**src/sv/dwls_pkg.sv**
```systemverilog
// Shared types and constants for the double-ended queue with linear search.
// No dependencies; used by deque_with_linear_search and dwls_chk.
package dwls_pkg;

   // Queue geometry
   localparam int DEPTH       = 16;
   localparam int VALUE_WIDTH = 32;
   localparam int IDX_W       = $clog2(DEPTH);
   localparam int CNT_W       = $clog2(DEPTH + 1);
   localparam int SUM_W       = $clog2(2 * DEPTH);

   // Port field widths
   localparam int FUNC_W   = 3;
   localparam int DATA_W   = 32;
   localparam int STATUS_W = 2;
   localparam int POS_W    = IDX_W;

   // Operation codes
   typedef enum logic [FUNC_W-1:0] {
      FN_PUSH_FRONT = 3'd0,
      FN_PUSH_BACK  = 3'd1,
      FN_POP_FRONT  = 3'd2,
      FN_POP_BACK   = 3'd3,
      FN_FIND       = 3'd4
   } func_type;

   // Result status codes
   typedef enum logic [STATUS_W-1:0] {
      ST_DONE  = 2'd0,
      ST_EMPTY = 2'd1,
      ST_FULL  = 2'd2
   } status_type;

   // Sequencer states, one-hot
   typedef enum logic [1:0] {
      SQ_IDLE = 2'b01,
      SQ_SCAN = 2'b10
   } state_type;

endpackage

```
**src/sv/deque_with_linear_search.sv**
```systemverilog
// Bounded double-ended queue of signed values with a linear search unit.
// Depends on dwls_pkg (geometry, operation and status codes, states).

// Pushes and pops need no walk, so one such transfer can be taken every cycle
// unless a held result stalls the request side. A find walks the ring store
// from the front through its single registered read port and one equality
// comparator, one entry per cycle. It holds the block until the walk ends on
// a hit or at the last occupied entry; a find on an empty queue is answered
// without a walk, with an empty status.
// req_stall stays high while a find is walking, and also while an unaccepted
// result is being held with rsp_stall high. Results come from an output
// register in the order the requests were taken.
module deque_with_linear_search (
   input  logic                               clock,
   input  logic                               reset,
   // request channel
   input  logic                               req_valid,
   output logic                               req_stall,
   input  logic [dwls_pkg::FUNC_W-1:0]        req_func,
   input  logic signed [dwls_pkg::DATA_W-1:0] req_value,
   // result channel
   output logic                               rsp_valid,
   input  logic                               rsp_stall,
   output logic [dwls_pkg::STATUS_W-1:0]      rsp_status,
   output logic                               rsp_found,
   output logic [dwls_pkg::POS_W-1:0]         rsp_position,
   output logic [dwls_pkg::CNT_W-1:0]         rsp_occupancy
);

   // Ring slot = (base + off) mod DEPTH; off never exceeds DEPTH
   function automatic logic [dwls_pkg::IDX_W-1:0] ring_add(
      input logic [dwls_pkg::IDX_W-1:0] base,
      input logic [dwls_pkg::CNT_W-1:0] off
   );
      logic [dwls_pkg::SUM_W-1:0] s;
      s = dwls_pkg::SUM_W'(base) + dwls_pkg::SUM_W'(off);
      if (s >= dwls_pkg::SUM_W'(dwls_pkg::DEPTH)) begin
         s = s - dwls_pkg::SUM_W'(dwls_pkg::DEPTH);
      end
      return s[dwls_pkg::IDX_W-1:0];
   endfunction

   // Control state
   dwls_pkg::state_type              state_ff, state_in;
   logic [dwls_pkg::IDX_W-1:0]       front_ff, front_in;
   logic [dwls_pkg::CNT_W-1:0]       count_ff, count_in;
   logic [dwls_pkg::CNT_W-1:0]       rd_idx_ff, rd_idx_in;
   logic                             cmp_vld_ff, cmp_vld_in;
   logic                             rsp_valid_ff, rsp_valid_in;

   // Payload registers
   logic [dwls_pkg::CNT_W-1:0]       cmp_pos_ff, cmp_pos_in;
   logic [dwls_pkg::VALUE_WIDTH-1:0] key_ff, key_in;
   logic [dwls_pkg::VALUE_WIDTH-1:0] rd_data_ff;
   logic [dwls_pkg::STATUS_W-1:0]    status_ff, status_in;
   logic                             found_ff, found_in;
   logic [dwls_pkg::POS_W-1:0]       pos_ff, pos_in;
   logic [dwls_pkg::CNT_W-1:0]       occ_ff, occ_in;

   // Ring store
   logic [dwls_pkg::VALUE_WIDTH-1:0] mem [dwls_pkg::DEPTH];

   logic                             wr_en, rd_en;
   logic [dwls_pkg::IDX_W-1:0]       wr_addr, rd_addr;
   logic [dwls_pkg::VALUE_WIDTH-1:0] req_data;

   logic rsp_free, req_xfer, full, empty, hit, last;
   logic [dwls_pkg::IDX_W-1:0] dec_front;

   assign req_data  = req_value[dwls_pkg::VALUE_WIDTH-1:0];
   assign rsp_free  = !rsp_valid_ff || !rsp_stall;
   assign req_stall = (state_ff != dwls_pkg::SQ_IDLE) || !rsp_free;
   assign req_xfer  = req_valid && !req_stall;
   assign full      = (count_ff == dwls_pkg::CNT_W'(dwls_pkg::DEPTH));
   assign empty     = (count_ff == '0);
   assign dec_front = ring_add(front_ff, dwls_pkg::CNT_W'(dwls_pkg::DEPTH - 1));
   assign rd_addr   = ring_add(front_ff, rd_idx_ff);

   // The one comparator: the registered entry from the walk's read against the search key
   assign hit  = cmp_vld_ff && (rd_data_ff == key_ff);
   assign last = cmp_vld_ff && ((cmp_pos_ff + dwls_pkg::CNT_W'(1)) == count_ff);

   // Sequencer and next-state logic
   always_comb begin
      state_in     = state_ff;
      front_in     = front_ff;
      count_in     = count_ff;
      rd_idx_in    = rd_idx_ff;
      cmp_vld_in   = cmp_vld_ff;
      cmp_pos_in   = cmp_pos_ff;
      key_in       = key_ff;
      status_in    = status_ff;
      found_in     = found_ff;
      pos_in       = pos_ff;
      occ_in       = occ_ff;
      rsp_valid_in = rsp_valid_ff && rsp_stall;
      wr_en        = 1'b0;
      wr_addr      = front_ff;
      rd_en        = 1'b0;

      unique case (state_ff)
         dwls_pkg::SQ_IDLE: begin
            if (req_xfer) begin
               status_in    = dwls_pkg::ST_DONE;
               found_in     = 1'b0;
               pos_in       = '0;
               rsp_valid_in = 1'b1;
               unique case (req_func)
                  dwls_pkg::FN_PUSH_FRONT: begin
                     if (full) begin
                        status_in = dwls_pkg::ST_FULL;
                     end else begin
                        front_in = dec_front;
                        wr_en    = 1'b1;
                        wr_addr  = dec_front;
                        count_in = count_ff + dwls_pkg::CNT_W'(1);
                     end
                  end
                  dwls_pkg::FN_PUSH_BACK: begin
                     if (full) begin
                        status_in = dwls_pkg::ST_FULL;
                     end else begin
                        wr_en    = 1'b1;
                        wr_addr  = ring_add(front_ff, count_ff);
                        count_in = count_ff + dwls_pkg::CNT_W'(1);
                     end
                  end
                  dwls_pkg::FN_POP_FRONT: begin
                     if (empty) begin
                        status_in = dwls_pkg::ST_EMPTY;
                     end else begin
                        front_in = ring_add(front_ff, dwls_pkg::CNT_W'(1));
                        count_in = count_ff - dwls_pkg::CNT_W'(1);
                     end
                  end
                  dwls_pkg::FN_POP_BACK: begin
                     if (empty) begin
                        status_in = dwls_pkg::ST_EMPTY;
                     end else begin
                        count_in = count_ff - dwls_pkg::CNT_W'(1);
                     end
                  end
                  dwls_pkg::FN_FIND: begin
                     if (empty) begin
                        status_in = dwls_pkg::ST_EMPTY;
                     end else begin
                        // start the walk; the result is posted at its end
                        rsp_valid_in = 1'b0;
                        key_in       = req_data;
                        rd_idx_in    = '0;
                        cmp_vld_in   = 1'b0;
                        state_in     = dwls_pkg::SQ_SCAN;
                     end
                  end
                  default: begin
                  end
               endcase
               occ_in = count_in;
            end
         end
         dwls_pkg::SQ_SCAN: begin
            if (hit || last) begin
               // walk finished; post when the output register frees up
               if (rsp_free) begin
                  status_in    = dwls_pkg::ST_DONE;
                  found_in     = hit;
                  pos_in       = hit ? cmp_pos_ff[dwls_pkg::POS_W-1:0] : '0;
                  occ_in       = count_ff;
                  rsp_valid_in = 1'b1;
                  cmp_vld_in   = 1'b0;
                  state_in     = dwls_pkg::SQ_IDLE;
               end
            end else begin
               // fetch the next entry, compare it next cycle
               rd_en      = 1'b1;
               cmp_pos_in = rd_idx_ff;
               cmp_vld_in = 1'b1;
               rd_idx_in  = rd_idx_ff + dwls_pkg::CNT_W'(1);
            end
         end
         default: begin
            state_in = dwls_pkg::SQ_IDLE;
         end
      endcase
   end

   // Control registers
   always_ff @(posedge clock) begin
      if (reset) begin
         state_ff     <= dwls_pkg::SQ_IDLE;
         front_ff     <= '0;
         count_ff     <= '0;
         rd_idx_ff    <= '0;
         cmp_vld_ff   <= 1'b0;
         rsp_valid_ff <= 1'b0;
      end else begin
         state_ff     <= state_in;
         front_ff     <= front_in;
         count_ff     <= count_in;
         rd_idx_ff    <= rd_idx_in;
         cmp_vld_ff   <= cmp_vld_in;
         rsp_valid_ff <= rsp_valid_in;
      end
   end

   // Payload registers
   always_ff @(posedge clock) begin
      cmp_pos_ff <= cmp_pos_in;
      key_ff     <= key_in;
      status_ff  <= status_in;
      found_ff   <= found_in;
      pos_ff     <= pos_in;
      occ_ff     <= occ_in;
   end

   // Ring store: one write port, one registered read port
   always_ff @(posedge clock) begin
      if (wr_en) begin
         mem[wr_addr] <= req_data;
      end
      if (rd_en) begin
         rd_data_ff <= mem[rd_addr];
      end
   end

   assign rsp_valid     = rsp_valid_ff;
   assign rsp_status    = status_ff;
   assign rsp_found     = found_ff;
   assign rsp_position  = pos_ff;
   assign rsp_occupancy = occ_ff;

endmodule

```
**config.mk**
```make
export PLATFORM = sky130hd
export DESIGN_NAME = deque_with_linear_search
export DESIGN_NICKNAME = d
export VERILOG_FILES = /design/src/sv/dwls_pkg.sv /design/src/sv/deque_with_linear_search.sv
export SDC_FILE = /design/constraint.sdc
export NUM_CORES = 1
export LEC_CHECK = 0
export ABC_AREA = 1
export BUFFER_PORTS_ARGS = -buffer_cell sky130_fd_sc_hd__buf_4
export CAP_MARGIN = 20
export CORE_ASPECT_RATIO = 1.4
export CORE_MARGIN = 2
export CORE_UTILIZATION = 45
export CTS_CLUSTER_SIZE = 40
export DETAILED_ROUTE_END_ITERATION = 6
export PLACE_DENSITY = 0.68
export SLEW_MARGIN = 20
export SYNTH_ARGS = -nofsm -noshare
export SYNTH_HDL_FRONTEND = slang
export SYNTH_SLANG_ARGS = --single-unit
```
**constraint.sdc**
```tcl
create_clock -name clock -period 4 [get_ports clock]
set_input_delay 0.2 -clock clock [delete_from_list [all_inputs] [get_ports clock]]
set_output_delay 0.2 -clock clock [all_outputs]
set_load 0.005 [all_outputs]
```
==> results of run 1 <==
## critical path, cell delays in order (launching register included)
cell and delay, ns:
dfxtp_1 0.48, inv_1 0.18, ha_1 0.26, nand3_2 0.24, inv_1 0.12, o21ai_0 0.25
o221ai_2 0.13, o21ai_2 0.16, nand2_2 0.23, nor2_4 0.47, buf_4 0.37
## layout make-up
class / count / area share (%)
Antenna cell: 1 / 0.00856
Clock buffer: 63 / 4.81
Clock inverter: 39 / 1.25
Inverter: 230 / 2.98
Multi-Input combinational cell: 1021 / 21.7
Sequential cell: 611 / 62.2
Tap cell: 735 / 3.15
Timing Repair Buffer: 119 / 3.95
## state kept, by name, indices dropped and copies added, names as in the netlist
name,flops
cmp_pos_ff,5
rd_data_ff,32
rsp_occupancy,5
rsp_position,4
count_ff,5
rsp_valid,1
front_ff,4
cmp_vld_ff,1
key_ff,32
rsp_status,2
state_ff,2
rsp_found,1
rd_idx_ff,5
mem,512
## metal layers
| layer | GRT usage, % | part of all wire [%] |
|---|---|---|
| met4 | 7.39 | 3.1 |
| met1 | 28.4 | 41 |
| met2 | 35.2 | 50 |
| met3 | 2.44 | 6.0 |
| met5 | 0 | 0 |
## power breakdown
group / switching [mW] / total [mW] / leakage, nW / internal [mW]
registers: 0.126 / 7.43 / 5.49 / 7.30
logic: 1.86 / 2.80 / 3.84 / 0.942
clock network: 2.32 / 5.19 / 0.854 / 2.86
total: 4.31 / 15.4 / 10.2 / 11.1
## cell usage after synthesis, types with 11 or more instances
cell | count | area share, %
a21oi_1 | 180 | 3.5
a31oi_1 | 32 | 0.78
buf_2 | 23 | 0.45
buf_6 | 21 | 0.92
clkbuf_1 | 49 | 0.71
dfxtp_1 | 18 | 1.4
edfxtp_1 | 593 | 69
ha_1 | 15 | 0.73
inv_1 | 221 | 3.2
mux2i_1 | 128 | 5.0
nand2_1 | 198 | 2.9
nand2_2 | 12 | 0.29
nand3_1 | 30 | 0.58
nor2_1 | 55 | 0.80
o211ai_1 | 67 | 2.0
o21ai_0 | 208 | 4.0
o21ai_1 | 11 | 0.21
xnor2_1 | 13 | 0.44
xor2_1 | 13 | 0.44
## kinds of logic after synthesis
| kind of cell | after synthesis |
|---|---|
| buffers and inverters | 329 |
| and+or+nand+nor | 331 |
| muxes | 128 |
| adders and majority gates | 17 |
| DFF | 611 |
| xor gates and xnor gates | 30 |
| AOI/OAI and AO/OA | 515 |
## worst max-delay path by stage
stage,start,to,slack (ns),cells after the start
floorplan,count_ff[1],mem[4][0],0.62,11
global placement,front_ff[0],rd_data_ff[4],0.84,9
detailed placement,count_ff[0],mem[5][4],0.72,10
CTS,count_ff[0],mem[5][6],0.72,10
global route,count_ff[0],mem[5][9],0.50,10
finish,count_ff[0],mem[4][8],0.76,10
## placed cells by master (no fill, tap or decap), drive strengths merged, types with 7 or more instances in the layout
master,Yosys,final
inv,229,230
nand3,34,34
nor3,7,7
clkbuf,50,63
clkinv,1,30
nand2,214,214
o21ai,223,223
nor2,58,58
xor2,16,16
buf,49,85
a21oi,180,180
a31oi,32,32
o211ai,68,68
dlygate4sd3,0,34
nand4,8,8
dfxtp,18,18
edfxtp,593,593
ha,15,15
xnor2,14,14
mux2i,128,128
==> flow_summary_export.csv, run 1 <==
group,metric,value,unit
grt,grt_pass1_wl,93300,um
die,pin_count,53,
clock_network,htree_levels,2,
pwr,p_total,15.4,mW
critical_path,cp-end-kind,"flip-flop",
synthesis,synth-warning-count,0,
timing,finalCritPeriodShare,81.1,%
synthesis,muxShareOfSynthArea,4.97,%
routing,first_pass_iters,5,
hold_path,worst_hold_path_type,"in -> reg",
routing,drc,0,
routing,viasPerCell,5.54,
routing,drt-wirelength-per-cell,22.0,um
placed_design,place_congestion,0.879,
grt,grt_max_degree,130,
timing,finalSetupTns,0,ns
critical_path,critical_path_required,4.28,ns
timing,setup_viol,0,
critical_path,reg2regPathDepth,10,
clock_network,postCtsSetupBuffers,0,
routing,postRouteWirelength,61900,um
die,rows,103,
die,die_y,287,um
synthesis,synthAdderAreaFrac,0.884,%
critical_path,cp-start-kind,"flip-flop",
die,initial_core_util,45.6,%
synthesis,synth_compound_area_share,11.1,%
die,die_area,59200,um^2
hold_path,holdPathStages,5,
synthesis,async_flop_share,0,%
clock_network,cts_hold_buf,34,
synthesis,synth-edff-count,593,
timing,fin_crit,3.24,ns
pwr,power.density,528,nW/um^2
synthesis,synthSimpleGateAreaFrac,5.82,%
cells_and_area,final_cell_area,29200,um^2
critical_path,setup.worst_path.class,"reg -> reg",
hold_path,hold_end,"rsp_valid",
job,cap_viol_max_count,0,
timing,finClkSkew,0.0170,ns
placed_design,place_ws,0.723,ns
die,core_area,56600,um^2
placed_design,dp_cells,2682,
grt,antenna_found_initial,1,
die,dieWidth,206,um
clock_network,clock_path_buffers,3,
synthesis,synth_nets,2017,
grt,grt_overflow,0,
cells_and_area,finalNonFillerCells,2819,
critical_path,path_max_fanout,18,
routing,drtIter0Drc,1625,
timing,maxSlewHeadroom,30.4,%
synthesis,ys_seq_area_share,70.5,%
timing,finalWorstSetupSlack,0.758,ns
clock_network,cts_sinks,611,
timing,rsz0062_at_grt,"false",
timing,max_freq,0.308,GHz
critical_path,r2r_setup_slack,0.76,ns
critical_path,rr_endpoint,"mem[4][8]",
clock_network,post_cts_resized,0,
timing,whs,0.0224,ns
grt,grt_pass1_vias,15200,
pwr,p_leak,10.2,nW
cells_and_area,seq_area,18200,um^2
pwr,vdd.ir_drop.worst,0.000339,V
timing,hold_viol,0,
cells_and_area,area_growth,13.4,%
critical_path,r2r_start,"count_ff[0]",
outcome,status,"completed",
timing,worst_pin_slew,1.04,ns
synthesis,synth-xor-area-share,1.22,%
clock_network,cts-root-buf,"clkbuf_16",
cells_and_area,fillers,4637,
grt,grt_util_all_layers,21.0,%
synthesis,syn_inst,1961,
placed_design,dp_hpwl,39000,um
hold_path,hp-start,"rsp_stall",
critical_path,worstPathArrival,3.52,ns
clock_network,tritoncts,"built",
synthesis,ys_types,53,
clock_network,cts_made_buffers,55,
cells_and_area,nets,2094,
synthesis,syn_avg_cell_area,13.1,um^2
synthesis,synth_flop_cell,"edfxtp_1",
clock_network,cts.clk_slew.worst_paths,0.07,ns
synthesis,ys_ff_latch,611,
timing,drv_slew,0,
cells_and_area,multi_input_area,6340,um^2
routing,antenna_left,0,
cells_and_area,final_util,51.7,%
placed_design,place_area,27100,um^2
routing,num_vias,15600,
synthesis,syn_area,25800,um^2
cells_and_area,layout-drive-gt1-share,11.3,%
synthesis,synth_top_family_by_area,"compound AO/OA/AOI/OAI gates",
clock_network,insertion_delay,0.61,ns
placed_design,port_buffers,52,
Power figures use the tool's default switching activity.
==> inputs of run 2 (changes only) <==
Settings changed: ABC_AREA 1 to 0, PLACE_DENSITY 0.68 to 0.71.
Clock period 4 ns to 2.8 ns, I/O delays scaled along.
==> run 2 against run 1 <==
Critical endpoint is now rd_data_ff[2]. Worst hold slack better by 0.050 ns. Cell count decreased by 22%. Via count down 20%. Design area shrank 0.94%. Sequential power is 36% higher. Critical path depth is 1 lower. Clock skew is 0.0011 ns lower. First-iteration DRC count shrank 40%. Setup slack worse by 0.71 ns. Combinational power shrank 59%. Critical path type unchanged. Global-route usage fell by 1.0 points.
==> flow_summary_export.csv, run 2 <==
group,metric,value,unit
outcome,status,"completed",
timing,maxSlewHeadroom,60.4,%
synthesis,synth-edff-count,593,
timing,whs,0.0725,ns
die,die_y,278,um
grt,grt_overflow,0,
pwr,power_frac_comb,6.2,%
cells_and_area,final_util,54.6,%
routing,drt-wirelength-per-cell,25.1,um
synthesis,syn_inst,1239,
cells_and_area,finalNonFillerCells,2190,
pwr,p_leak,9.33,nW
critical_path,slowest_stage,"fa_4",
routing,drc,0,
hold_path,worst_hold_path_type,"in -> reg",
die,pin_count,53,
critical_path,crit_chain,"ha_4, inv_1, fa_4, buf_12, buf_12, buf_4, mux4_2, a211oi_2, a31oi_1",
pwr,power.density,639,nW/um^2
synthesis,ys_top_cells_by_area,"edfxtp_1 74%, mux4_2 12%, dfxtp_1 1.5%",
pwr,pwr-share-seq,54.9,%
cells_and_area,biggestRegsByFlops,"mem x512, key_ff x32, rd_data_ff x32",
pwr,switching_share,20.9,%
synthesis,syn_avg_cell_area,19.4,um^2
routing,viasPerCell,5.70,
routing,num_vias,12500,
placed_design,place_area,26600,um^2
cells_and_area,layout-drive-gt1-share,29.2,%
critical_path,cp-end-kind,"flip-flop",
clock_network,cts-root-buf,"clkbuf_16",
placed_design,port_buffers,52,
synthesis,synth_largest_area_cell,"edfxtp_1",
die,dieWidth,199,um
timing,worst_pin_slew,0.593,ns
synthesis,ys_top_cells_by_count,"593 x edfxtp_1, 128 x mux4_2, 86 x nand2_1",
synthesis,synth-warning-count,0,
timing,hold_viol,0,
critical_path,cp_slowest_stage_delay,0.80,ns
cells_and_area,largest_reg_flops,512,
placed_design,place_congestion,0.843,
pwr,p_sw,3.86,mW
pwr,vdd.ir_drop.worst,0.000408,V
timing,max_freq,0.364,GHz
clock_network,cts.clk_slew.worst_paths,0.07,ns
routing,antenna_left,0,
timing,drv_slew,0,
grt,grt_max_degree,65,
critical_path,cpMostUsedCell,"buf_12",
clock_network,tritoncts,"built",
grt,grt_util_all_layers,20.0,%
placed_design,dp_hpwl,32000,um
synthesis,syn_area,24100,um^2
job,cap_viol_max_count,0,
routing,postRouteWirelength,55000,um
pwr,pwr-share-clk,38.9,%
clock_network,htree_levels,2,
timing,finClkSkew,0.0159,ns
timing,setup_viol,0,
die,rows,100,
cells_and_area,area_growth,20.3,%
clock_network,cts_made_buffers,53,
clock_network,cts_sinks,611,
critical_path,critPathTopFamily,"adder cells",
timing,finalCritPeriodShare,98.2,%
critical_path,cp-start-kind,"flip-flop",
synthesis,synth_top_area_share,74.0,%
synthesis,synth_flop_cell,"edfxtp_1",
critical_path,critical_path_required,3.12,ns
synthesis,async_flop_share,0,%
cells_and_area,final_cell_mix,"593 x edfxtp_1, 128 x mux4_2, 113 x buf_4, 82 x nand2_1, 57 x clkbuf_16",
synthesis,ys_types,62,
routing,drtIter0Drc,967,
synthesis,synth_nets,1295,
cells_and_area,final_common_cell,"edfxtp_1",
synthesis,ys_ff_latch,611,
timing,fin_crit,2.75,ns
clock_network,insertion_delay,0.59,ns
die,die_area,55400,um^2
die,initial_core_util,45.4,%
critical_path,path_max_fanout,15,
critical_path,setup.worst_path.class,"reg -> reg",
grt,antenna_found_initial,0,
placed_design,dp_cells,2047,
cells_and_area,final_cell_area,28900,um^2
timing,rsz0062_at_grt,"true",
grt,grt_pass1_vias,12900,
clock_network,clock_path_buffers,3,
routing,first_pass_iters,5,
synthesis,ys_seq_area_share,75.5,%
die,core_area,53100,um^2
cells_and_area,nets,1490,
critical_path,worstPathArrival,3.07,ns
cells_and_area,top_register,"mem",
pwr,p_int,14.6,mW
critical_path,cp_num_buf_inv,4,
grt,grt_pass1_wl,81400,um
cells_and_area,n_antenna_cell,0,
synthesis,synth.most_common_cell,"edfxtp_1",
-- run 2: changes by cell type in the layout (fill, tap and decap cells not counted), moves of 24 or more --
cell | before | now
a21oi_1 | 180 | 18
buf_4 | 71 | 113
and2_1 | 0 | 36
nand2_1 | 198 | 82
a211oi_1 | 2 | 26
o21ai_0 | 208 | 10
mux4_2 | 0 | 128
mux2i_1 | 128 | 2
inv_1 | 220 | 14
o211ai_1 | 67 | 1
buf_12 | 14 | 43
-- run 2: metrics by stage --
stage	total power, mW	setup TNS (ns)	worst slack [ns]
global route	19.0	-3.35	-0.0832
finish	18.5	0	0.0503
floorplan	11.0	-3.95	-0.330
global placement	11.4	-0.0602	-0.0589
CTS	18.6	-0.00202	-0.00202
detailed placement	11.4	-0.172	-0.0845
-- run 2: final cells by class --
cell class                 count  area, um^2
sequential                   611       18200
fill                        4020       24100
clock buffer                  60        1370
tap                          714         893
timing repair buffer         198        2190
clock inverter                37         325
inverter                      16        68.8
multi-input combinational    554        5920
-- run 2: worst paths after layout --
path	start	endpoint	depth (start not counted)	slack [ns]
max	rd_idx_ff[0]	rd_data_ff[2]	9	0.05
min	req_valid	count_ff[2]	3	0.07
max reg2reg	rd_idx_ff[0]	rd_data_ff[2]	9	0.05
min reg2reg	rd_idx_ff[4]	cmp_pos_ff[4]	0	0.46
-- run 2: worst register-to-register path, delay by kind of cell (launching register included) --
family | cells | cell delay [ns]
fa+ha+maj | 2 | 0.93
buf+inv | 4 | 0.58
flops | 1 | 0.36
compound gates | 2 | 0.32
mux | 1 | 0.30
-- run 2: kinds of logic after synthesis --
kind of cell | count (synthesis) | synth area share [%]
AOI/OAI and AO/OA | 133 | 3.84
xor gates and xnor gates | 47 | 1.71
adders and majority gates | 17 | 0.946
buffers and inverters | 74 | 1.26
DFF | 611 | 75.5
muxes | 133 | 12.2
and+or+nand+nor | 224 | 4.53
-- run 2: power by group through the flow --
stage / registers (mW) / logic, mW / clock network [mW]
6_report: 10.1 / 1.15 / 7.20
2_1_floorplan: 10.3 / 0.604 / 0
5_1_grt: 10.1 / 1.24 / 7.64
3_3_place_gp: 10.3 / 1.06 / 0
3_5_place_dp: 10.3 / 1.08 / 0
4_1_cts: 10.1 / 1.13 / 7.31
-- run 2: routing by layer --
layer	vias to the layer above	track usage, %	share of wire [%]
met5	-	0	0
li1	5441	-	-
met3	100	2.71	6.5
met4	0	6.06	2.7
met1	6455	25.5	37
met2	494	35.4	54
-- run 2: repair_timing --
item | 4_1_cts | 5_1_grt
resized for setup | 6 | 17
buffers inserted | 0 | 7
endpoints found under the setup margin | 16 | 435
pin swaps | 0 | 8
hold buffers | 36 | 0
cloned | 0 | 3
endpoints found under the hold margin | 560 | 0
==> inputs of run 3 (changes only) <==
Settings changed: SETUP_SLACK_MARGIN set to 0.15.
==> run 3 against run 2 <==
Cell count grew 5.0%. Sequential share of layout area fell by 4.7 points. Critical path depth grew 5. Highest routed layer unchanged. Design area increased by 8.1%. Maximum frequency is 1.5% lower. Setup slack lost 0.043 ns. Critical path type unchanged. Die area unchanged. Core utilization increased by 4.4 points. Global-route usage increased by 1.0 points.
==> flow_summary_export.csv, run 3 (synthesis results as in run 2) <==
group,metric,value,unit
critical_path,worstPathArrival,3.12,ns
timing,fin_crit,2.79,ns
critical_path,critical_path_required,3.13,ns
grt,grt_use_met2,37.4,%
grt,grt.met1_usage,26.6,%
grt,busiest_layer,"met2",
die,core_area,53100,um^2
cells_and_area,finalNonFillerCells,2300,
timing,worst_pin_slew,0.529,ns
placed_design,port_buffers,52,
timing,setup_viol,0,
die,die_y,278,um
clock_network,cts-root-buf,"clkbuf_16",
routing,first_pass_iters,7,
clock_network,cts.clk_slew.worst_paths,0.07,ns
timing,drv_slew,0,
cells_and_area,nets,1600,
die,rows,100,
placed_design,dp_cells,2054,
clock_network,htree_levels,2,
cells_and_area,area_growth,30.1,%
routing,drt-wirelength-per-cell,28.4,um
cells_and_area,final_util,59.0,%
critical_path,setup.worst_path.class,"reg -> reg",
grt,antenna_found_initial,0,
grt,grt_max_degree,65,
clock_network,insertion_delay,0.63,ns
placed_design,dp_hpwl,31600,um
grt,grt_pass1_wl,84700,um
routing,antenna_left,0,
outcome,status,"completed",
clock_network,clock_path_buffers,3,
cells_and_area,layout-drive-gt1-share,36.7,%
timing,finClkSkew,0.0238,ns
cells_and_area,final_cell_mix,"593 x edfxtp_1, 128 x mux4_2, 117 x buf_4, 89 x clkbuf_16, 79 x nand2_1",
cells_and_area,final_common_cell,"edfxtp_1",
grt,grt_overflow,0,
pwr,power.density,609,nW/um^2
grt,grt_pass1_vias,13400,
timing,finalCritPeriodShare,99.7,%
routing,viasPerCell,5.92,
critical_path,slowest_stage,"dfxtp_2",
die,dieWidth,199,um
timing,maxSlewHeadroom,64.8,%
cells_and_area,top_register,"mem",
critical_path,cpMostUsedCell,"buf_12",
die,initial_core_util,45.4,%
timing,max_freq,0.358,GHz
critical_path,cp-end-kind,"flip-flop",
pwr,vdd.ir_drop.worst,0.000667,V
clock_network,cts_made_buffers,56,
job,cap_viol_max_count,0,
die,die_area,55400,um^2
timing,hold_viol,0,
cells_and_area,largest_reg_flops,512,
die,pin_count,53,
routing,drc,0,
cells_and_area,biggestRegsByFlops,"mem x512, key_ff x32, rd_data_ff x32",
critical_path,crit_chain,"buf_6, ha_4, a21o_1, a21o_1, a221oi_4, xnor2_2, buf_4, nand2_2, buf_6, buf_12, nor2_4, buf_12, buf_12, buf_12",
placed_design,place_congestion,0.808,
grt,grt_util_all_layers,21.0,%
hold_path,worst_hold_path_type,"in -> reg",
routing,drtIter0Drc,1407,
critical_path,path_max_fanout,7,
grt,grtUsageMet3,2.95,%
routing,postRouteWirelength,65200,um
critical_path,cp-start-kind,"flip-flop",
clock_network,cts_sinks,611,
routing,num_vias,13600,
critical_path,cp_slowest_stage_delay,0.34,ns
pwr,p_leak,10.3,nW
timing,rsz0062_at_grt,"true",
cells_and_area,n_antenna_cell,0,
clock_network,tritoncts,"built",
[run 3: cell count changes in the layout (fill, tap and decap cells not counted), moves of 15 or more]
cell       delta
a211oi_2     +21
buf_6        +35
a211oi_1     -21
and2_1       -16
clkbuf_16    +32
buf_12       +19
and2_4       +16
buf_16       +15
[run 3: layer usage]
| metal | wire length (um) | vias up |
|---|---|---|
| li1 | - | 5666 |
| met1 | 23200 | 7095 |
| met2 | 34100 | 703 |
| met3 | 4670 | 161 |
| met4 | 3300 | 0 |
| met5 | 0 | - |
[run 3: repair_timing]
item                                   in CTS  in global routing
endpoints found under the hold margin     561                  0
hold buffers                               37                  0
buffers inserted                           33                 34
gates cloned                               10                 32
gates resized for setup                    51                 90
setup endpoints to repair                 521                556
pin swaps                                  18                 45
[run 3: report_power, final]
group / switching [mW] / internal (mW)
Combinational: 0.714 / 0.656
Sequential: 0.0320 / 10.1
Clock: 3.32 / 4.21
[run 3: final cells by class]
class                      count  area (um^2)
tap                          714          893
clock inverter                28          303
fill                        3677        21800
inverter                      16         68.8
multi-input combinational    554         6170
clock buffer                  72         1480
sequential                   611        18200
timing repair buffer         305         4210
[run 3: per-stage QoR]
stage          setup TNS, ns  power [mW]  hold WS, ns  setup slack (ns)  instance area (um^2)
2_1_floorplan          -3.95        11.0        0.239            -0.330                 24300
5_1_grt               -0.395        19.5        0.101           -0.0281                 31300
4_1_cts                    0        19.0       0.0595            0.0638                 29800
3_5_place_dp         -0.0101        11.4        0.450          -0.00964                 26800
6_report                   0        19.1       0.0841           0.00770                 31300
3_3_place_gp        -0.00941        11.4        0.434          -0.00663                 26800
[run 3: worst max-delay path, delay by kind of cell, from the launching register on]
kind                       cells  cell delay, ns
DFF                            1            0.34
xor gates and xnor gates       1            0.18
adders and majority gates      1            0.15
AOI/OAI and AO/OA              3            0.71
and+or+nand+nor                2            0.18
buffers and inverters          7            0.94
[run 3: path summary, 6_finish.rpt]
kind | from | endpoint | slack, ns | cells past startpoint
max reg2reg | front_ff[0] | mem[9][0] | 0.008 | 14
min reg2reg | rd_idx_ff[4] | cmp_pos_ff[4] | 0.48 | 0
min | req_func[0] | rsp_status[0] | 0.08 | 3
max | front_ff[0] | mem[9][0] | 0.008 | 14
